--- config.mk ---
export PLATFORM = sky130hd
export DESIGN_NAME = led_matrix_frame_buffer_top
export DESIGN_NICKNAME = d
export VERILOG_FILES = /design/src/rtl/lmfb_pkg.sv /design/src/rtl/lmfb_ctrl.sv /design/src/rtl/lmfb_datapath.sv /design/src/rtl/led_matrix_frame_buffer_top.sv
export SDC_FILE = /design/constraint.sdc
export NUM_CORES = 1
export LEC_CHECK = 0
export ABC_AREA = 0
export BUFFER_PORTS_ARGS = -buffer_cell sky130_fd_sc_hd__buf_4
export CAP_MARGIN = 0
export CORE_MARGIN = 3
export CORE_UTILIZATION = 26
export CTS_CLUSTER_DIAMETER = 50
export DETAILED_ROUTE_END_ITERATION = 16
export GPL_TIMING_DRIVEN = 0
export PLACE_DENSITY = 0.42
export SYNTH_ARGS = -nofsm -noshare
export SYNTH_HDL_FRONTEND = slang
export SYNTH_HIERARCHICAL = 1
export SYNTH_SLANG_ARGS = --single-unit
--- constraint.sdc ---
create_clock -name clock -period 3.5 [get_ports clock]
set_input_delay 0.525 -clock clock [delete_from_list [all_inputs] [get_ports clock]]
set_output_delay 0.525 -clock clock [all_outputs]
set_load 0.01 [all_outputs]
--- src/rtl/lmfb_pkg.sv ---
package lmfb_pkg;

   localparam int BUFFER_ROWS_DEFAULT  = 16;
   localparam int VISIBLE_ROWS_DEFAULT = 8;

   localparam int ROW_W     = 8;
   localparam int LINE_W    = 4;
   localparam int COLUMN_W  = 3;
   localparam int ADDR_W    = 4;
   localparam int STEP_W    = 3;
   localparam int INTENS_W  = 4;
   localparam int SCAN_W    = 3;
   localparam int CSR_IDX_W = 1;
   localparam int CSR_DAT_W = 4;
   localparam int INIT_WORDS = 5;

   localparam logic [CSR_IDX_W-1:0] CSR_INTENSITY  = 1'd0;
   localparam logic [CSR_IDX_W-1:0] CSR_SCAN_LIMIT = 1'd1;

   localparam logic [INTENS_W-1:0] INTENSITY_RESET  = 4'd3;
   localparam logic [SCAN_W-1:0]   SCAN_LIMIT_RESET = 3'd7;

   localparam logic [ADDR_W-1:0] ADDR_DECODE       = 4'h9;
   localparam logic [ADDR_W-1:0] ADDR_INTENSITY    = 4'ha;
   localparam logic [ADDR_W-1:0] ADDR_SCAN_LIMIT   = 4'hb;
   localparam logic [ADDR_W-1:0] ADDR_SHUTDOWN     = 4'hc;
   localparam logic [ADDR_W-1:0] ADDR_DISPLAY_TEST = 4'hf;

   localparam logic [ROW_W-1:0] DATA_NO_DECODE = 8'h00;
   localparam logic [ROW_W-1:0] DATA_RUN       = 8'h01;
   localparam logic [ROW_W-1:0] DATA_TEST_OFF  = 8'h00;

   typedef enum logic [2:0] {
      CMD_INIT      = 3'd0,
      CMD_SET_PIXEL = 3'd1,
      CMD_CLR_PIXEL = 3'd2,
      CMD_WRITE_ROW = 3'd3,
      CMD_SHIFT     = 3'd4,
      CMD_REFRESH   = 3'd5,
      CMD_CLEAR_ALL = 3'd6
   } cmd_type;

   typedef enum logic [2:0] {
      FOP_NONE,
      FOP_SET,
      FOP_CLEAR,
      FOP_WRITE,
      FOP_SHIFT,
      FOP_ZERO
   } frame_op_type;

   typedef enum logic {
      SRC_INIT,
      SRC_ROW
   } word_src_type;

   typedef enum logic [1:0] {
      ST_IDLE,
      ST_INIT_RUN,
      ST_REFRESH_RUN
   } state_type;

   typedef struct packed {
      frame_op_type frame_op;
      logic         step_clear;
      logic         emit;
      word_src_type src;
   } ctrl_type;

   typedef struct packed {
      logic slot_free;
      logic init_last;
      logic row_last;
   } status_type;

   typedef struct packed {
      logic [ADDR_W-1:0] addr;
      logic [ROW_W-1:0]  data;
   } word_type;

   function automatic word_type init_word(input logic [STEP_W-1:0] step,
                                          input logic [INTENS_W-1:0] intensity,
                                          input logic [SCAN_W-1:0] scan_limit);
      word_type w;
      case (step)
         3'd0: w = '{addr: ADDR_DECODE, data: DATA_NO_DECODE};
         3'd1: w = '{addr: ADDR_INTENSITY, data: {4'd0, intensity}};
         3'd2: w = '{addr: ADDR_SCAN_LIMIT, data: {5'd0, scan_limit}};
         3'd3: w = '{addr: ADDR_SHUTDOWN, data: DATA_RUN};
         default: w = '{addr: ADDR_DISPLAY_TEST, data: DATA_TEST_OFF};
      endcase
      return w;
   endfunction

endpackage

--- src/rtl/lmfb_ctrl.sv ---
module lmfb_ctrl import lmfb_pkg::*; (
   input  logic                clock,
   input  logic                reset,
   input  logic                req_valid,
   output logic                req_ready,
   input  logic [2:0]          req_command,
   input  status_type          status,
   output ctrl_type            ctrl
);

   state_type state_ff, state_in;

   always_ff @(posedge clock) begin
      if (reset) begin
         state_ff <= ST_IDLE;
      end else begin
         state_ff <= state_in;
      end
   end

   always_comb begin
      state_in        = state_ff;
      req_ready       = 1'b0;
      ctrl.frame_op   = FOP_NONE;
      ctrl.step_clear = 1'b0;
      ctrl.emit       = 1'b0;
      ctrl.src        = SRC_INIT;
      case (state_ff)
         ST_IDLE: begin
            req_ready = 1'b1;
            if (req_valid) begin
               case (cmd_type'(req_command))
                  CMD_INIT: begin
                     ctrl.step_clear = 1'b1;
                     state_in        = ST_INIT_RUN;
                  end
                  CMD_SET_PIXEL: ctrl.frame_op = FOP_SET;
                  CMD_CLR_PIXEL: ctrl.frame_op = FOP_CLEAR;
                  CMD_WRITE_ROW: ctrl.frame_op = FOP_WRITE;
                  CMD_SHIFT:     ctrl.frame_op = FOP_SHIFT;
                  CMD_REFRESH: begin
                     ctrl.step_clear = 1'b1;
                     state_in        = ST_REFRESH_RUN;
                  end
                  CMD_CLEAR_ALL: begin
                     ctrl.frame_op   = FOP_ZERO;
                     ctrl.step_clear = 1'b1;
                     state_in        = ST_REFRESH_RUN;
                  end
                  default: ;
               endcase
            end
         end
         ST_INIT_RUN: begin
            ctrl.src = SRC_INIT;
            if (status.slot_free) begin
               ctrl.emit = 1'b1;
               if (status.init_last) begin
                  state_in = ST_IDLE;
               end
            end
         end
         ST_REFRESH_RUN: begin
            ctrl.src = SRC_ROW;
            if (status.slot_free) begin
               ctrl.emit = 1'b1;
               if (status.row_last) begin
                  state_in = ST_IDLE;
               end
            end
         end
         default: state_in = ST_IDLE;
      endcase
   end

   a_no_emit_in_idle: assert property (@(posedge clock) disable iff (reset)
      state_ff == ST_IDLE |-> !ctrl.emit)
      else $error("word emitted while idle");

   a_init_ends: assert property (@(posedge clock) disable iff (reset)
      state_ff == ST_INIT_RUN && status.slot_free && status.init_last |=> state_ff == ST_IDLE)
      else $error("init run did not end after last word");

   a_refresh_ends: assert property (@(posedge clock) disable iff (reset)
      state_ff == ST_REFRESH_RUN && status.slot_free && status.row_last
      |=> state_ff == ST_IDLE)
      else $error("refresh run did not end after last word");

endmodule

--- src/rtl/lmfb_datapath.sv ---
module lmfb_datapath import lmfb_pkg::*; #(
   parameter int BUFFER_ROWS  = BUFFER_ROWS_DEFAULT,
   parameter int VISIBLE_ROWS = VISIBLE_ROWS_DEFAULT
) (
   input  logic                 clock,
   input  logic                 reset,
   input  logic [COLUMN_W-1:0]  req_column,
   input  logic [LINE_W-1:0]    req_line,
   input  logic [ROW_W-1:0]     req_row_bits,
   input  logic                 csr_write_enable,
   input  logic [CSR_IDX_W-1:0] csr_index,
   input  logic [CSR_DAT_W-1:0] csr_write_data,
   input  ctrl_type             ctrl,
   output status_type           status,
   output logic                 rsp_valid,
   input  logic                 rsp_ready,
   output logic [ADDR_W-1:0]    rsp_reg_address,
   output logic [ROW_W-1:0]     rsp_reg_data,
   output logic                 rsp_last
);

   localparam int IDX_W = $clog2(BUFFER_ROWS);

   logic [ROW_W-1:0]    rows_ff [BUFFER_ROWS];
   logic [INTENS_W-1:0] intensity_ff;
   logic [SCAN_W-1:0]   scan_limit_ff;
   logic [STEP_W-1:0]   step_ff;
   logic                rsp_valid_ff;
   logic [ADDR_W-1:0]   rsp_addr_ff;
   logic [ROW_W-1:0]    rsp_data_ff;
   logic                rsp_last_ff;

   logic [IDX_W-1:0] read_idx;
   logic [IDX_W-1:0] write_idx;
   logic [ROW_W-1:0] read_row;
   logic [ROW_W-1:0] mask;
   logic             line_in_range;
   word_type         init_w;
   word_type         word_in;
   logic             word_last;

   assign mask          = ROW_W'(1) << (3'd7 - req_column);
   assign line_in_range = int'(req_line) < BUFFER_ROWS;
   assign write_idx     = IDX_W'(req_line);
   assign read_idx      = (ctrl.frame_op == FOP_SET || ctrl.frame_op == FOP_CLEAR)
                          ? IDX_W'(req_line[2:0]) : IDX_W'(step_ff);
   assign read_row      = rows_ff[read_idx];

   assign status.init_last = step_ff == STEP_W'(INIT_WORDS - 1);
   assign status.row_last  = step_ff == STEP_W'(VISIBLE_ROWS - 1);
   assign status.slot_free = !rsp_valid_ff || rsp_ready;

   always_comb begin
      init_w = init_word(step_ff, intensity_ff, scan_limit_ff);
      if (ctrl.src == SRC_INIT) begin
         word_in   = init_w;
         word_last = status.init_last;
      end else begin
         word_in.addr = ADDR_W'(step_ff) + ADDR_W'(1);
         word_in.data = read_row;
         word_last    = status.row_last;
      end
   end

   always_ff @(posedge clock) begin
      if (reset) begin
         for (int i = 0; i < BUFFER_ROWS; i++) begin
            rows_ff[i] <= '0;
         end
      end else begin
         case (ctrl.frame_op)
            FOP_SET:   rows_ff[read_idx] <= read_row | mask;
            FOP_CLEAR: rows_ff[read_idx] <= read_row & ~mask;
            FOP_WRITE: begin
               if (line_in_range) begin
                  rows_ff[write_idx] <= req_row_bits;
               end
            end
            FOP_SHIFT: begin
               for (int i = 0; i < BUFFER_ROWS - 1; i++) begin
                  rows_ff[i] <= rows_ff[i+1];
               end
               rows_ff[BUFFER_ROWS-1] <= '0;
            end
            FOP_ZERO: begin
               for (int i = 0; i < BUFFER_ROWS; i++) begin
                  rows_ff[i] <= '0;
               end
            end
            default: ;
         endcase
      end
   end

   always_ff @(posedge clock) begin
      if (reset) begin
         intensity_ff  <= INTENSITY_RESET;
         scan_limit_ff <= SCAN_LIMIT_RESET;
      end else if (csr_write_enable) begin
         case (csr_index)
            CSR_INTENSITY:  intensity_ff  <= csr_write_data;
            CSR_SCAN_LIMIT: scan_limit_ff <= csr_write_data[SCAN_W-1:0];
            default: ;
         endcase
      end
   end

   always_ff @(posedge clock) begin
      if (reset) begin
         step_ff      <= '0;
         rsp_valid_ff <= 1'b0;
      end else begin
         if (ctrl.step_clear) begin
            step_ff <= '0;
         end else if (ctrl.emit) begin
            step_ff <= step_ff + STEP_W'(1);
         end
         if (ctrl.emit) begin
            rsp_valid_ff <= 1'b1;
         end else if (rsp_ready) begin
            rsp_valid_ff <= 1'b0;
         end
      end
   end

   always_ff @(posedge clock) begin
      if (ctrl.emit) begin
         rsp_addr_ff <= word_in.addr;
         rsp_data_ff <= word_in.data;
         rsp_last_ff <= word_last;
      end
   end

   assign rsp_valid       = rsp_valid_ff;
   assign rsp_reg_address = rsp_addr_ff;
   assign rsp_reg_data    = rsp_data_ff;
   assign rsp_last        = rsp_last_ff;

   a_emit_into_free_slot: assert property (@(posedge clock) disable iff (reset)
      ctrl.emit |-> (!rsp_valid_ff || rsp_ready))
      else $error("beat overwritten before taken");

   a_zero_clears_row0: assert property (@(posedge clock) disable iff (reset)
      ctrl.frame_op == FOP_ZERO |=> rows_ff[0] == '0)
      else $error("clear all left data in buffer");

   a_shift_tail_zero: assert property (@(posedge clock) disable iff (reset)
      ctrl.frame_op == FOP_SHIFT |=> rows_ff[BUFFER_ROWS-1] == '0)
      else $error("shift did not zero last row");

endmodule

--- src/rtl/led_matrix_frame_buffer_top.sv ---
// frame commands (set, clear, write row, shift) update the frame buffer as they are accepted
// init: 5 beats via state and output registers, 1 beat per cycle while rsp_ready holds
// refresh and clear all: VISIBLE_ROWS beats at 1 per cycle while rsp_ready holds
// rate is set by the output register, one driver word per cycle unless the sink stalls
// synchronous active-high reset zeroes the frame buffer, intensity 3, scan limit 7
module led_matrix_frame_buffer_top import lmfb_pkg::*; #(
   parameter int BUFFER_ROWS  = BUFFER_ROWS_DEFAULT,
   parameter int VISIBLE_ROWS = VISIBLE_ROWS_DEFAULT
) (
   input  logic                 clock,
   input  logic                 reset,
   input  logic                 req_valid,
   output logic                 req_ready,
   input  logic [2:0]           req_command,
   input  logic [COLUMN_W-1:0]  req_column,
   input  logic [LINE_W-1:0]    req_line,
   input  logic [ROW_W-1:0]     req_row_bits,
   output logic                 rsp_valid,
   input  logic                 rsp_ready,
   output logic [ADDR_W-1:0]    rsp_reg_address,
   output logic [ROW_W-1:0]     rsp_reg_data,
   output logic                 rsp_last,
   input  logic                 csr_write_enable,
   input  logic [CSR_IDX_W-1:0] csr_index,
   input  logic [CSR_DAT_W-1:0] csr_write_data
);

   ctrl_type   ctrl;
   status_type status;

   lmfb_ctrl u_ctrl (
      .clock       (clock),
      .reset       (reset),
      .req_valid   (req_valid),
      .req_ready   (req_ready),
      .req_command (req_command),
      .status      (status),
      .ctrl        (ctrl)
   );

   lmfb_datapath #(
      .BUFFER_ROWS  (BUFFER_ROWS),
      .VISIBLE_ROWS (VISIBLE_ROWS)
   ) u_datapath (
      .clock            (clock),
      .reset            (reset),
      .req_column       (req_column),
      .req_line         (req_line),
      .req_row_bits     (req_row_bits),
      .csr_write_enable (csr_write_enable),
      .csr_index        (csr_index),
      .csr_write_data   (csr_write_data),
      .ctrl             (ctrl),
      .status           (status),
      .rsp_valid        (rsp_valid),
      .rsp_ready        (rsp_ready),
      .rsp_reg_address  (rsp_reg_address),
      .rsp_reg_data     (rsp_reg_data),
      .rsp_last         (rsp_last)
   );

endmodule

[After elaboration in Yosys (flattened, before gate mapping)]
Memories as Yosys holds them, arrays and structs flattened.
Index checks and enable logic that the tools add are counted.
Storage, ports and cells
  register bits: 26
  bits in writable memories: 128
  input port bits: 28
  output and inout port bits: 15
  word-level logic and storage cells: 165
  memories: 1
Memories
  u_datapath.rows_ff: words 16, bits a word 8, rd ports 16, clocked after Yosys merged registers in 0, wr ports 16, line lmfb_datapath.sv:24  | logic [ROW_W-1:0] rows_ff [BUFFER_ROWS];
Cells by class
  $add $sub $neg: 3
  eq/ne operators: 24
  shift operators: 1
  multiplexer cells: 76
  bitwise logic cells: 37
  reductions and logical operators: 15
Operators with widths (number)
  two-way mux 8 bit: 35
  case mux 11 bit (4 select lines): 1
  bitwise OR 1 bit: 33
  two-way mux 1 bit: 25
  == test 3 bit, second input constant: 7
  == test 3 x 2 -> 1 bit, second input constant: 6
  two-way mux 4 bit: 4
  OR reduction 8 bit: 2
  case mux 3 bit (5 select lines): 1
  two-way mux 12 bit: 1
  two-way mux 2 bit: 5
  != test 2 bit, second input constant: 5
  == test 3 x 1 -> 1 bit, second input constant: 3
  AND 8 bit: 1
  NOT 8 bit: 1
  bitwise OR 8 bit: 1
  case mux 2 bit (2 select lines): 2
  << shifter 1 x 3 -> 8 bit, first input constant: 1
  zero test 3 bit: 2
  case mux 2 bit (3 select lines): 1
  AND reduction 6 bit: 1
  adder 3 x 1 -> 4 bit, second input constant: 1
  AND reduction 2 bit: 2
  OR reduction 2 bit: 2
  12 further kinds: 13

[Depth between registers and ports, before layout]
Gate-level depths: netlist of the first run.
  depth in word-level cells: 13
  depth in mapped cells: 13
  depth with buffers taken out: 10

[Hierarchy]
The synthesis of the first run kept the hierarchy.
Modules (own cells, without submodules)
  lmfb_datapath: instances 1, cells each 760, area each 8029.0 um2, seq. area each 4454.3 um2
  lmfb_ctrl: instances 1, cells each 31, area each 252.7 um2, seq. area each 40.0 um2

[Worst setup path after synthesis of the first run]
No wires, ideal clock.
  path type: flip-flop to flip-flop
  from: register u_ctrl.state_ff[0]
  to: memory u_datapath.rows_ff[2][0], enable pin
  setup time: 0.329 ns
  arrival: 2.895 ns
  data required time: 3.171 ns
  slack: 0.276 ns
  stages on the path, launching flop included: 12
  path buffers: 1
  period minus slack after synthesis: 3.224 ns
  path through: dfxtp_1 > inv_1 > ha_1 > nand2_1 > nor3b_1 > buf_4 > nor3b_4 > nand2_2 > or3_1 > o21ai_2 > nand4_4 > nand2_1
RTL lines
  start: declaration: line lmfb_ctrl.sv:11  | state_type state_ff, state_in;
  start signal: assignment: line lmfb_ctrl.sv:17  | state_ff <= state_in;
  end: declaration: line lmfb_datapath.sv:24

==> results of run 1 <==
-- Yosys cell counts, drive strengths merged, types with 2 or more instances --
library cell,count,area (µm²)
xor2,2,25.03
or3,3,23.77
nand3b,3,22.52
nand3,63,315.3
a22oi,3,22.52
or2b,4,32.53
a21oi,30,183.9
and3,10,62.56
a311oi,7,61.31
nor3b,5,48.80
nor2,27,101.4
dfxtp,13,260.3
nand2b,11,68.82
a211oi,9,80.08
edfxtp,141,4234
a31oi,8,65.06
buf,20,101.3
a32oi,8,85.08
o22ai,8,82.58
nand2,153,584.3
o21bai,3,22.52
inv,12,45.04
o21ai,139,703.2
nor2b,4,25.02
clkbuf,25,93.84
xnor2,2,17.52
a32o,5,50.05
ha,10,125.1
nand4,6,52.55
a211o,5,43.79
mux4,14,315.3
o31ai,3,22.52
nor3,8,40.04
mux2i,10,100.1
-- placed cells by master, fill, tap and decap left out, types with 5 or more instances in the layout --
cell type	instances
nand2b_1	11
a211oi_1	8
buf_4	74
nand3_1	62
nand2_1	130
nand4_1	5
o22ai_4	8
o21ai_0	103
mux4_2	14
a32oi_2	5
nand2_2	22
clkbuf_1	21
clkbuf_16	17
dfxtp_1	13
nor2_1	25
a31oi_1	7
inv_1	11
buf_2	14
edfxtp_1	141
clkbuf_2	5
mux2i_1	10
a311oi_1	5
a21oi_4	7
and3_1	10
a21oi_1	22
ha_1	9
a211o_1	5
o21ai_1	34
a32o_1	5
nor3_1	6
-- layout make-up --
class                      count  share of cell area, %
sequential                   154                  43.92
multi-input combinational    580                  37.58
timing repair buffer          74                  5.795
tap                          396                  4.842
clock buffer                  18                  4.194
buffer                        45                  2.030
clock inverter                13                  1.198
inverter                      12                 0.4402
-- what timing repair did --
item,4_1_cts,5_1_grt
hold buffers,0,0
endpoints found under the setup margin,254,199
resized for setup,38,26
pin swaps,12,8
hold endpoints to repair,0,0
setup buffers,18,15
-- state kept, by name (all words and copies together) (netlist names) --
name / count
u_ctrl/state_ff: 2
u_datapath/intensity_ff: 4
u_datapath/rows_ff: 128
u_datapath/rsp_last: 1
u_datapath/rsp_reg_address: 4
u_datapath/rsp_reg_data: 8
u_datapath/rsp_valid: 1
u_datapath/scan_limit_ff: 3
u_datapath/step_ff: 3
-- worst max-delay path by stage --
stage          depth (start not counted)                   endpoint                from  slack [ns]
6_report                              12   u_datapath/rows_ff[3][6]  u_ctrl/state_ff[0]        0.17
3_5_place_dp                          11   u_datapath/rows_ff[7][1]  u_ctrl/state_ff[0]       -0.98
5_1_grt                               12   u_datapath/rows_ff[3][6]  u_ctrl/state_ff[1]       -0.06
3_3_place_gp                          11   u_datapath/rows_ff[7][1]  u_ctrl/state_ff[0]        -1.0
2_1_floorplan                         11   u_datapath/rows_ff[2][0]  u_ctrl/state_ff[0]        0.28
4_1_cts                               10  u_datapath/rows_ff[10][1]  u_ctrl/state_ff[0]       0.001
-- cell families (layout without fill, tap and decap cells) --
family | after synthesis | after routing | share of synthesized area, %
compound gates | 236 | 236 | 18.11
xor+xnor | 4 | 4 | 0.5138
fa+ha+maj | 10 | 10 | 1.511
buf+inv | 57 | 162 | 2.901
flops | 154 | 154 | 54.27
mux | 25 | 25 | 5.152
simple gates | 305 | 305 | 17.54
-- worst register-to-register path, cell delays in order, from the launching register on --
cell and delay [ns]:
dfxtp_1 0.32, inv_1 0.11, ha_2 0.24, nand2_1 0.15, nor3b_4 0.28, buf_4 0.18, xor2_4 0.21, a21oi_1 0.17
nor4bb_1 0.33, buf_2 0.31, a32oi_2 0.21, a31oi_4 0.40, o21ai_1 0.16
-- routing by layer --
layer | GRT usage, % | vias to the layer above | routed length (µm)
met5 | 0 | - | 0
met4 | 8.134 | 0 | 1060
met3 | 3.079 | 48 | 1065
met2 | 27.34 | 183 | 13400
met1 | 21.29 | 3361 | 12240
li1 | - | 3181 | -
-- power by group through the flow --
stage	clock network [µW]	registers, µW	logic (µW)
CTS	1830	2300	1170
global route	1900	2310	1390
floorplan	0	2300	652
detailed placement	0	2340	1050
global placement	0	2340	1050
finish	1770	2300	1300
-- metrics by stage --
| step | cell area (µm²) | instances | utilization [%] |
|---|---|---|---|
| after floorplan | 8282 | 791 | - |
| after detailed placement | 9087 | 1228 | 29.32 |
| final | 10230 | 1292 | 33.02 |
| after global placement | 9085 | 1228 | 29.32 |
| after global routing | 10230 | 1292 | 33.02 |
| after CTS | 9987 | 1277 | 32.23 |
==> out/results.md, run 1 <==
| Step | Result | Reported |
| --- | --- | --- |
| layout | Layout net count | 922 |
| logic synthesis | Netlist area before placement | 8282 µm² |
| sta | Final cycle utilization of the critical path | 95.28% |
| floorplanning | Total die area | 34,030 µm² |
| cts | Buffer cell driving the clock tree root | clkbuf_16 |
| worst hold path | Worst Hold End | u_datapath/intensity_ff[0] |
| floorplanning | Boundary Pins | 43 |
| cts | Clock-pin slew reported for the worst setup and hold paths after clock tree synthesis | 0.06 ns |
| layout | Fraction of final layout cells with drive strength greater than 1 | 23.77% |
| sta | Crit path time final | 3.335 ns |
| critical path | Launch instance of the worst register-to-register path | u_ctrl/state_ff[0] |
| detailed routing | Average via count per standard cell | 5.242 |
| sta | Slack of the critical path | 0.1653 ns |
| critical path | Minimum setup slack among reg-to-reg paths | 0.17 ns |
| worst hold path | Worst Hold Path Cells | 2 |
| run | Number of maximum-capacitance violations | 0 |
| cts | Level count of the clock H-tree | 4 |
| detailed routing | DRC violation count after routing | 0 |
| logic synthesis | Async set-reset flop share out of synthesis | 0% |
| logic synthesis | Distinct cell type count after synthesis | 69 |
| sta | Slew @ Worst Pin | 0.9082 ns |
| logic synthesis | Number of enable flip-flop cells after synthesis | 141 |
| detailed routing | First-pass iteration count of the detailed router | 7 |
| worst hold path | HP Class | in2reg |
| logic synthesis | Leading register cell type out of synthesis | edfxtp_1 |
| place | Pre-CTS worst setup slack | -0.9798 ns |
| layout | Signed area change from the synthesized netlist to the final layout | 23.57% |
| sta | Achievable clock frequency | 0.2999 GHz |
| floorplanning | Horizontal die dimension | 184.5 µm |
| cts | Latest clock arrival within the worst-skew pair | 0.44 ns |
| floorplanning | Die Y | 184.5 µm |
| critical path | CP delay by family, top | compound AO/OA/AOI/OAI gates |
| floorplanning | Row Count | 64 |
| pwr | Clock network power share | 33.0% |
| critical path | Ordered list of cells on the worst path | inv_1, ha_2, nand2_1, nor3b_4, buf_4, xor2_4, a21oi_1, nor4bb_1, buf_2, a32oi_2, a31oi_4, o21ai_1 |
| sta | Final Hold Viols | 0 |
| status | Result of the run | finished, final reports clean |
| logic synthesis | Part of the Yosys area used for sequential elements | 54.27% |
| sta | Count of final max-slew check failures | 0 |
| place | Half-perimeter wire length after detailed placement | 20,170 µm |
| cts | Cts bufs inserted | 17 |
| pwr | Flop pwr share | 42.8% |
| critical path | Critical path type | reg2reg |
| pwr | Peak ir drop on the vdd network | 0.0003484 V |
| floorplanning | Floorplan Core Area | 30,990 µm² |
| layout | Inserted Diodes | 0 |
| logic synthesis | Number of warnings printed during yosys synthesis | 6 |
| cts | Clock tree from TritonCTS | built |
| pwr | Combinational Power Share | 24.1% |
| critical path | Kind of start point of the critical path | flop |
| critical path | Number of buffer and inverter stages on the critical path | 3 |
| sta | Finish-stage setup viols | 0 |
| critical path | Worst-case reg-to-reg path depth | 12 |
| critical path | CP Max Fanout | 8 |
| detailed routing | Number of DRC markers in iteration 0 | 493 |
| critical path | Max stage delay on crit path | 0.40 ns |
| critical path | FF-to-FF End | u_datapath/rows_ff[3][6] |
| critical path | Worst EP arrival | 3.50 ns |
| detailed routing | Residual antenna-violating net count after detailed routing | 0 |
| pwr | Power per standard cell area | 524.6 nW/µm² |
| detailed routing | Vias post-DR | 6,773 |
| pwr | Switching part of the total | 31.62% |
| detailed routing | Wire length after detailed routing | 27,770 µm |
| floorplanning | Starting utilization of the core area | 26.72% |
| logic synthesis | Syn nets | 829 |
| critical path | Master of the slowest instance on the critical path | a31oi_4 |
| logic synthesis | FF+latch count, synth | 154 |
| layout | Combined area of the multi-input logic cells | 3846 µm² |
| pwr | Total power draw | 5368 µW |
| sta | Normalized max-slew margin | 39.39% |
| pwr | Leakage component of the power | 0.003510 µW |
| grt | Pin count of the biggest net entering global routing | 19 |
| grt | Residual overflow from global routing | 0 |
| sta | WHS | 0.3026 ns |
| grt | Global-route wire length before repair | 42,310 µm |
| sta | RSZ-0062 raised after global routing | yes |
| layout | Area taken by flip-flops and latches | 4494 µm² |
| grt | Initial antenna violation count | 0 |
| critical path | Data required time of the worst path | 3.67 ns |
| place | IO buf count | 41 |
| detailed routing | Routed WL per cell | 21.49 µm |
| cts | Max clock buf depth | 2 |
| cts | TritonCTS sink count | 154 |
| sta | Worst clock skew | 0.01271 ns |
| critical path | CP endpoint kind | flop |
| worst hold path | Min-delay src | csr_write_data[0] |
| place | Final estimated routing congestion in global placement | 0.8805 |
| layout | Layout fillers | 3,140 |
| pwr | Power Internal | 3671 µW |
| sta | Fin Setup TNS | 0 ns |
| logic synthesis | Mean Syn Cell Area | 10.47 µm² |
| grt | Global-route usage over all layers | 16.70% |
| pwr | Net switching power | 1697 µW |
| logic synthesis | Cell count after synthesis | 791 |
| grt | Via count of the first global-routing pass | 6,885 |
(Power assumes the default switching activity.)
==> run 2, diff against run 1 <==
Settings changed: SLEW_MARGIN set to 25, SYNTH_HIERARCHICAL 1 to not set.
==> run 2 against run 1 <==
Net effect:
- first-iteration DRC count rose by 24%
- clock power rose by 7%
- final cell count rose by 2.0%
- critical path depth fell by 2
- routed wire length rose by 5.4%
- critical path type unchanged
- combinational power fell by 56%
- register-to-register slack barely moved
- synthesized cell count rose by 1.8%
- sequential power fell by 5%
- setup slack got worse by 0.0069 ns
- die area rose by 4.1%
==> out/results.md, run 2 <==
| Step | Result | Reported | Delta |
| --- | --- | --- | --- |
| critical path | CP endpoint kind | flop |  |
| place | IO buf count | 39 | -4.9% |
| logic synthesis | Syn nets | 842 | +1.6% |
| logic synthesis | FF+latch count, synth | 154 | unchanged |
| layout | Flip-flop count of the largest register after layout | 128 | unchanged |
| layout | Final Core Density | 31.01% | -2.0 points |
| critical path | Launch instance of the worst register-to-register path | u_ctrl.state_ff[0] |  |
| place | Cells after DPL | 1,287 | +4.8% |
| logic synthesis | Adder-Cell Fraction of Synth Area | 1.305% | -0.21 points |
| sta | Slew @ Worst Pin | 0.8794 ns | -0.02874 ns |
| floorplanning | Boundary Pins | 43 | unchanged |
| logic synthesis | Fraction of the mapped netlist area in compound gates | 23.52% | +5.4 points |
| worst hold path | HP Class | in2reg |  |
| logic synthesis | Async set-reset flop share out of synthesis | 0% | unchanged |
| critical path | Ordered list of cells on the worst path | inv_1, ha_1, and3b_1, buf_4, nand2_4, buf_2, a311oi_1, mux4_2, o21ai_4, a22o_1 |  |
| cts | Cts bufs inserted | 17 | unchanged |
| floorplanning | Starting utilization of the core area | 26.46% | -0.27 points |
| critical path | Worst EP arrival | 3.53 ns | +0.03 ns |
| pwr | Flop pwr share | 47.0% | +4.2 points |
| cts | Clock-pin slew reported for the worst setup and hold paths after clock tree synthesis | 0.07 ns | about the same |
| logic synthesis | Cell count after synthesis | 805 | +1.8% |
| layout | Signed area change from the synthesized netlist to the final layout | 17.20% |  |
| layout | Most frequent cells in the layout | edfxtp_1, nand2_1, a22o_1 |  |
| critical path | Worst-case reg-to-reg path depth | 10 | -2 |
| layout | Layout net count | 900 | -2.4% |
| logic synthesis | Part of the Yosys area used for sequential elements | 52.08% | -2.2 points |
| grt | Residual overflow from global routing | 0 | unchanged |
| logic synthesis | Leading register cell type out of synthesis | edfxtp_1 |  |
| logic synthesis | Netlist area before placement | 8630 µm² | +4.2% |
| place | Half-perimeter wire length after detailed placement | 21,030 µm | +4.3% |
| logic synthesis | Mean Syn Cell Area | 10.72 µm² | +2.4% |
| worst hold path | Worst Hold End | u_datapath.intensity_ff[1] |  |
| detailed routing | DRC violation count after routing | 0 | unchanged |
| worst hold path | Worst Hold Path Cells | 3 | +1 |
| cts | Latest clock arrival within the worst-skew pair | 0.44 ns | about the same |
| floorplanning | Floorplan Core Area | 32,620 µm² | +5.3% |
| detailed routing | First-pass iteration count of the detailed router | 5 | -2 |
| detailed routing | Routed WL per cell | 22.21 µm | +3.3% |
| logic synthesis | XOR/XNOR share of the synthesized area | 0.7105% | +0.20 points |
| run | Number of maximum-capacitance violations | 0 | unchanged |
| sta | Final cycle utilization of the critical path | 95.47% | +0.20 points |
| layout | Final cell count without fillers | 1,318 | +2.0% |
| pwr | Leakage component of the power | 0.003468 µW | -1.2% |
| sta | Achievable clock frequency | 0.2993 GHz | -0.21% |
| pwr | Switching part of the total | 27.79% | -3.8 points |
| detailed routing | Number of DRC markers in iteration 0 | 613 | +24% |
| logic synthesis | Combinational family with the most area after synthesis | compound AO/OA/AOI/OAI gates |  |
| layout | Layout fillers | 3,347 | +6.6% |
| layout | Inserted Diodes | 0 | unchanged |
| detailed routing | Vias post-DR | 6,962 | +2.8% |
| cts | Clock tree from TritonCTS | built |  |
| cts | TritonCTS sink count | 154 | unchanged |
| floorplanning | Horizontal die dimension | 188.2 µm | +2.0% |
| floorplanning | Total die area | 35,410 µm² | +4.1% |
| grt | Via count of the first global-routing pass | 6,807 | -1.1% |
| critical path | Data required time of the worst path | 3.69 ns | +0.02 ns |
| status | Result of the run | finished, final reports clean |  |
| detailed routing | Residual antenna-violating net count after detailed routing | 0 | unchanged |
| grt | Pin count of the biggest net entering global routing | 17 | -2 |
| sta | Count of final max-slew check failures | 0 | unchanged |
| detailed routing | Wire length after detailed routing | 29,270 µm | +5.4% |
| pwr | Clock network power share | 40.7% | +7.7 points |
| critical path | Minimum setup slack among reg-to-reg paths | 0.16 ns | about the same |
| layout | Fraction of final layout cells with drive strength greater than 1 | 16.55% | -7.2 points |
| sta | Final Hold Viols | 0 | unchanged |
| critical path | Kind of start point of the critical path | flop |  |
| pwr | Combinational Power Share | 12.2% | -12 points |
| grt | Initial antenna violation count | 0 | unchanged |
| sta | Fin Setup TNS | 0 ns | unchanged |
| pwr | Peak ir drop on the vdd network | 0.0003320 V | -4.7% |
| critical path | CP Max Fanout | 10 | +2 |
| cts | Max clock buf depth | 2 | unchanged |
| sta | RSZ-0062 raised after global routing | no |  |
| logic synthesis | Number of enable flip-flop cells after synthesis | 141 | unchanged |
| layout | Biggest register | u_datapath.rows_ff |  |
| grt | Global-route wire length before repair | 43,950 µm | +3.9% |
| logic synthesis | Largest area contributor in the netlist | edfxtp_1 |  |
| sta | Finish-stage setup viols | 0 | unchanged |
| critical path | Max stage delay on crit path | 0.59 ns | +0.19 ns |
| floorplanning | Die Y | 188.2 µm | +2.0% |
| layout | Leading cell type in the layout, fill and taps excluded | edfxtp_1 |  |
| sta | Worst clock skew | 0.01411 ns | +0.001397 ns |
| grt | Global-route usage over all layers | 16.52% | -0.18 points |
| floorplanning | Row Count | 66 | +3.1% |
| logic synthesis | Fraction of post-synthesis cell area in the top cell type by area | 49.06% | -2.1 points |
| critical path | FF-to-FF End | u_datapath.rows_ff[3][5] |  |
| sta | Normalized max-slew margin | 41.15% | +1.8 points |
| worst hold path | Min-delay src | csr_write_data[1] |  |
| pwr | Total power draw | 4648 µW | -13% |
| logic synthesis | Distinct cell type count after synthesis | 61 | -12% |
| pwr | Power per standard cell area | 459.6 nW/µm² | -12% |
| pwr | Power Internal | 3357 µW | -8.6% |
| sta | Crit path time final | 3.342 ns | +0.006897 ns |
| logic synthesis | Simple-gate share of the synthesized area | 15.83% | -1.7 points |
| logic synthesis | Proportion of synthesized area in mux cells | 2.624% | -2.5 points |
| critical path | Critical path type | reg2reg |  |
| logic synthesis | Library cell with the highest instance count after synthesis | edfxtp_1 |  |
| pwr | Net switching power | 1292 µW | -24% |
| logic synthesis | Top cells by area in the synthesized netlist | edfxtp_1, a22o_1, nand2_1 |  |
| cts | Level count of the clock H-tree | 4 | unchanged |
| logic synthesis | Most frequent cells after synthesis | edfxtp_1, nand2_1, a22o_1 |  |
| place | Final estimated routing congestion in global placement | 0.8603 | -2.3% |
| critical path | Master of the slowest instance on the critical path | a311oi_1 |  |
| cts | Buffer cell driving the clock tree root | clkbuf_16 |  |
| logic synthesis | Number of warnings printed during yosys synthesis | 0 | -6 |
| detailed routing | Average via count per standard cell | 5.282 | +0.76% |
-- run 2: changes by cell type after synthesis, sizes merged, moves of 11 or more --
cell and delta:
a22o +64, o21ai -63, nand2 -37, nand2b +30, a311oi +25, a211oi +23, nand3 -21, a21oi +12
clkbuf +12, buf +11
-- run 2: worst max-delay path by stage --
stage                                  start                   endpoint  depth (start not counted)
after floorplan           u_ctrl.state_ff[0]   u_datapath.rows_ff[5][0]                          9
after detailed placement  u_ctrl.state_ff[0]   u_datapath.rows_ff[2][6]                         10
after global placement        req_command[0]   u_datapath.rows_ff[3][0]                          9
final                     u_ctrl.state_ff[0]   u_datapath.rows_ff[3][5]                         10
after CTS                 u_ctrl.state_ff[0]   u_datapath.rows_ff[4][1]                         11
after global routing      u_ctrl.state_ff[0]  u_datapath.rows_ff[15][3]                         10
-- run 2: cell families after synthesis --
| logic type | after synthesis |
|---|---|
| flip-flops | 154 |
| buffers and inverters | 77 |
| adder cells (fa/ha/maj) | 9 |
| XOR/XNOR | 4 |
| AO/OA/AOI/OAI | 273 |
| AND/OR/NAND/NOR | 277 |
| multiplexers | 11 |
-- run 2: area by class of cell --
class	count	area, µm²	share of cell area [%]
sequential	154	4494	44.44
multi-input combinational	574	3835	37.92
tap	442	553.0	5.468
clock inverter	15	165.2	1.633
clock buffer	17	425.4	4.206
timing repair buffer	40	304.0	3.006
inverter	9	33.78	0.3340
buffer	67	302.8	2.994
-- run 2: per-stage QoR --
stage                     hold WS [ns]  worst slack [ns]  cell area, µm²
final                           0.3176            0.1584           10110
after global routing            0.3102          0.008691           10110
after CTS                       0.2963           0.02208           10090
after detailed placement        0.4534          -0.06557            9489
after global placement          0.4543           -0.1369            9475
after floorplan                 0.4363            0.7849            8630
-- run 2: worst max-delay path, delay by kind of cell (launching register included) --
kind            cells  cell delay (ns)
compound gates      3             1.08
buf+inv             3             0.52
mux                 1             0.50
flops               1             0.33
fa+ha+maj           1             0.33
simple gates        2             0.33
-- run 2: timing repair --
action                     4_1_cts  5_1_grt
gates cloned                     0        0
setup buffers                    0        0
setup endpoints to repair       16       56
hold buffers                     0        0
gates resized for setup          2        9
-- run 2: power groups by stage --
| stage | sequential, µW | combinational, µW | clock [µW] |
|---|---|---|---|
| 6_report | 2190 | 569 | 1890 |
| 3_5_place_dp | 2220 | 560 | 0 |
| 3_3_place_gp | 2230 | 564 | 0 |
| 4_1_cts | 2190 | 563 | 1920 |
| 2_1_floorplan | 2190 | 340 | 0 |
| 5_1_grt | 2190 | 608 | 2010 |
-- run 2: metal layers --
metal  vias up  GRT usage (%)  share of wire, %
li1       3217              -                 -
met1      3435          23.25                46
met2       269          25.99                46
met3        41          2.753               6.1
met4         0          5.310               2.2
met5         -              0                 0
==> run 3, diff against run 2 <==
Settings changed: MAX_ROUTING_LAYER set to met4.
==> run 3 against run 2 <==
Net effect:
- sequential share of layout area is essentially flat
- first-iteration DRC count down 1.3%
- setup slack improved by 0.027 ns
- critical path type unchanged
==> out/results.md, run 3 (synthesis gave the netlist of run 2 again) <==
| Step | Result | Reported | Delta |
| --- | --- | --- | --- |
| sta | Normalized max-slew margin | 42.09% | +0.93 points |
| sta | Final Hold Viols | 0 | unchanged |
| critical path | Data required time of the worst path | 3.69 ns | about the same |
| critical path | Max stage delay on crit path | 0.60 ns | about the same |
| grt | Global-route usage over all layers | 17.04% | +0.52 points |
| critical path | Ordered list of cells on the worst path | inv_1, ha_1, and3b_1, buf_4, nand2_4, buf_2, a311oi_1, mux4_2, o21ai_4, a22o_1 |  |
| status | Result of the run | finished, final reports clean |  |
| detailed routing | Number of DRC markers in iteration 0 | 605 | -1.3% |
| floorplanning | Total die area | 35,410 µm² | unchanged |
| place | IO buf count | 39 | unchanged |
| grt | Via count of the first global-routing pass | 6,799 | -0.12% |
| worst hold path | HP Class | in2reg |  |
| sta | Crit path time final | 3.314 ns | -0.02726 ns |
| pwr | Power per standard cell area | 460.2 nW/µm² | +0.12% |
| place | Final estimated routing congestion in global placement | 0.8741 | +1.6% |
| detailed routing | Wire length after detailed routing | 29,380 µm | +0.37% |
| cts | Cts bufs inserted | 17 | unchanged |
| grt | Global-route wire length before repair | 43,950 µm | unchanged |
| sta | Slack of the critical path | 0.1856 ns | +0.02726 ns |
| sta | RSZ-0062 raised after global routing | no |  |
| grt | Initial antenna violation count | 0 | unchanged |
| pwr | Peak ir drop on the vdd network | 0.0003324 V | +0.12% |
| floorplanning | Floorplan Core Area | 32,620 µm² | unchanged |
| cts | Latest clock arrival within the worst-skew pair | 0.44 ns | about the same |
| detailed routing | Vias post-DR | 7,011 | +0.70% |
| critical path | Kind of start point of the critical path | flop |  |
| grt | Pin count of the biggest net entering global routing | 17 | unchanged |
| layout | Final cell count without fillers | 1,319 | +0.076% |
| pwr | Leakage component of the power | 0.003468 µW | about the same |
| detailed routing | Residual antenna-violating net count after detailed routing | 0 | unchanged |
| critical path | Critical path type | reg2reg |  |
| sta | Worst clock skew | 0.01384 ns | -0.0002696 ns |
| run | Number of maximum-capacitance violations | 0 | unchanged |
| layout | Area taken by flip-flops and latches | 4494 µm² | unchanged |
| critical path | CP endpoint kind | flop |  |
| sta | Count of final max-slew check failures | 0 | unchanged |
| sta | Finish-stage setup viols | 0 | unchanged |
| layout | Flip-flop count of the largest register after layout | 128 | unchanged |
| layout | Layout net count | 900 | unchanged |
| cts | Buffer cell driving the clock tree root | clkbuf_16 |  |
| layout | Combined area of the multi-input logic cells | 3835 µm² | unchanged |
| cts | Level count of the clock H-tree | 4 | unchanged |
| layout | Leading cell type in the layout, fill and taps excluded | edfxtp_1 |  |
| detailed routing | Average via count per standard cell | 5.315 | +0.63% |
| floorplanning | Horizontal die dimension | 188.2 µm | unchanged |
| critical path | Worst EP arrival | 3.51 ns | -0.02 ns |
| critical path | Master of the slowest instance on the critical path | a311oi_1 |  |
| cts | Max clock buf depth | 2 | unchanged |
| layout | Most frequent cells in the layout | edfxtp_1, nand2_1, a22o_1 |  |
| detailed routing | First-pass iteration count of the detailed router | 6 | +1 |
| critical path | CP Max Fanout | 10 | unchanged |
| floorplanning | Starting utilization of the core area | 26.46% | unchanged |
| layout | Fraction of final layout cells with drive strength greater than 1 | 16.55% | unchanged |
| sta | Slew @ Worst Pin | 0.8655 ns | -0.01392 ns |
| place | Cells after DPL | 1,287 | unchanged |
| detailed routing | DRC violation count after routing | 0 | unchanged |
| detailed routing | Routed WL per cell | 22.27 µm | +0.30% |
| floorplanning | Boundary Pins | 43 | unchanged |
| floorplanning | Row Count | 66 | unchanged |
| place | Half-perimeter wire length after detailed placement | 21,030 µm | unchanged |
| sta | Fin Setup TNS | 0 ns | unchanged |
| sta | Achievable clock frequency | 0.3017 GHz | +0.82% |
| place | Pre-CTS worst setup slack | -0.06557 ns | unchanged |
| sta | Final cycle utilization of the critical path | 94.70% | -0.78 points |
| layout | Biggest register | u_datapath.rows_ff |  |
| layout | Layout fillers | 3,346 | -0.030% |
| cts | Number of buffers added for setup after CTS | 0 | unchanged |
| cts | Clock tree from TritonCTS | built |  |
| layout | Signed area change from the synthesized netlist to the final layout | 17.23% | about the same |
| cts | TritonCTS sink count | 154 | unchanged |
| sta | WHS | 0.3135 ns | -0.004096 ns |
| grt | Residual overflow from global routing | 0 | unchanged |
| pwr | Total power draw | 4655 µW | +0.15% |
| floorplanning | Die Y | 188.2 µm | unchanged |
| cts | Clock-pin slew reported for the worst setup and hold paths after clock tree synthesis | 0.07 ns | about the same |
run 3: changes by cell type in the layout (fill, tap and decap cells not counted), sizes merged:
cell,before,now
diode,0,1
run 3: routing by layer:
layer / part of all wire [%] / GRT usage (%) / vias up
met5: 0 / - / -
met4: 2.2 / 5.397 / 0
met3: 6.4 / 2.791 / 47
met2: 46 / 25.88 / 276
met1: 45 / 23.37 / 3476
li1: - / - / 3212
run 3: report_power, final:
group | internal, µW | switching [µW]
clock | 1060 | 836
sequential | 2120 | 67.2
combinational | 174 | 395
run 3: area by class of cell:
class / count / share of cell area (%)
multi-input cells: 574 / 37.91
clock inverters: 15 / 1.633
well taps: 442 / 5.467
diodes: 1 / 0.02474
repair buffers: 40 / 3.006
inverters: 9 / 0.3340
clock buffers: 17 / 4.205
flip-flops and latches: 154 / 44.43
plain buffers: 67 / 2.993
run 3: timing repair:
| action | CTS | global route |
|---|---|---|
| hold buffers | 0 | 0 |
| pin swaps | 0 | 0 |
| setup endpoints to repair | 16 | 51 |
| gates resized for setup | 2 | 9 |
| endpoints found under the hold margin | 0 | 0 |
run 3: worst paths after layout:
path	from	to	slack, ns	cells after the start
min reg2reg	u_datapath.intensity_ff[2]	u_datapath.intensity_ff[2]	0.46	2
min	csr_write_data[1]	u_datapath.intensity_ff[1]	0.31	3
max	u_ctrl.state_ff[0]	u_datapath.rows_ff[3][5]	0.19	10
max reg2reg	u_ctrl.state_ff[0]	u_datapath.rows_ff[3][5]	0.19	10
run 3: per-stage QoR:
stage	util (%)	instance area (µm²)
2_1_floorplan	-	8630
3_3_place_gp	29.05	9475
3_5_place_dp	29.09	9489
4_1_cts	30.94	10090
5_1_grt	31.01	10110
6_report	31.01	10120
run 3: worst max-delay path, delay by kind of cell, from the launching register on:
kind                     cells  cell delay (ns)
AO/OA/AOI/OAI                3             1.07
AND/OR/NAND/NOR              2             0.32
adder cells (fa/ha/maj)      1             0.33
flip-flops                   1             0.33
multiplexers                 1             0.48
buffers and inverters        3             0.52
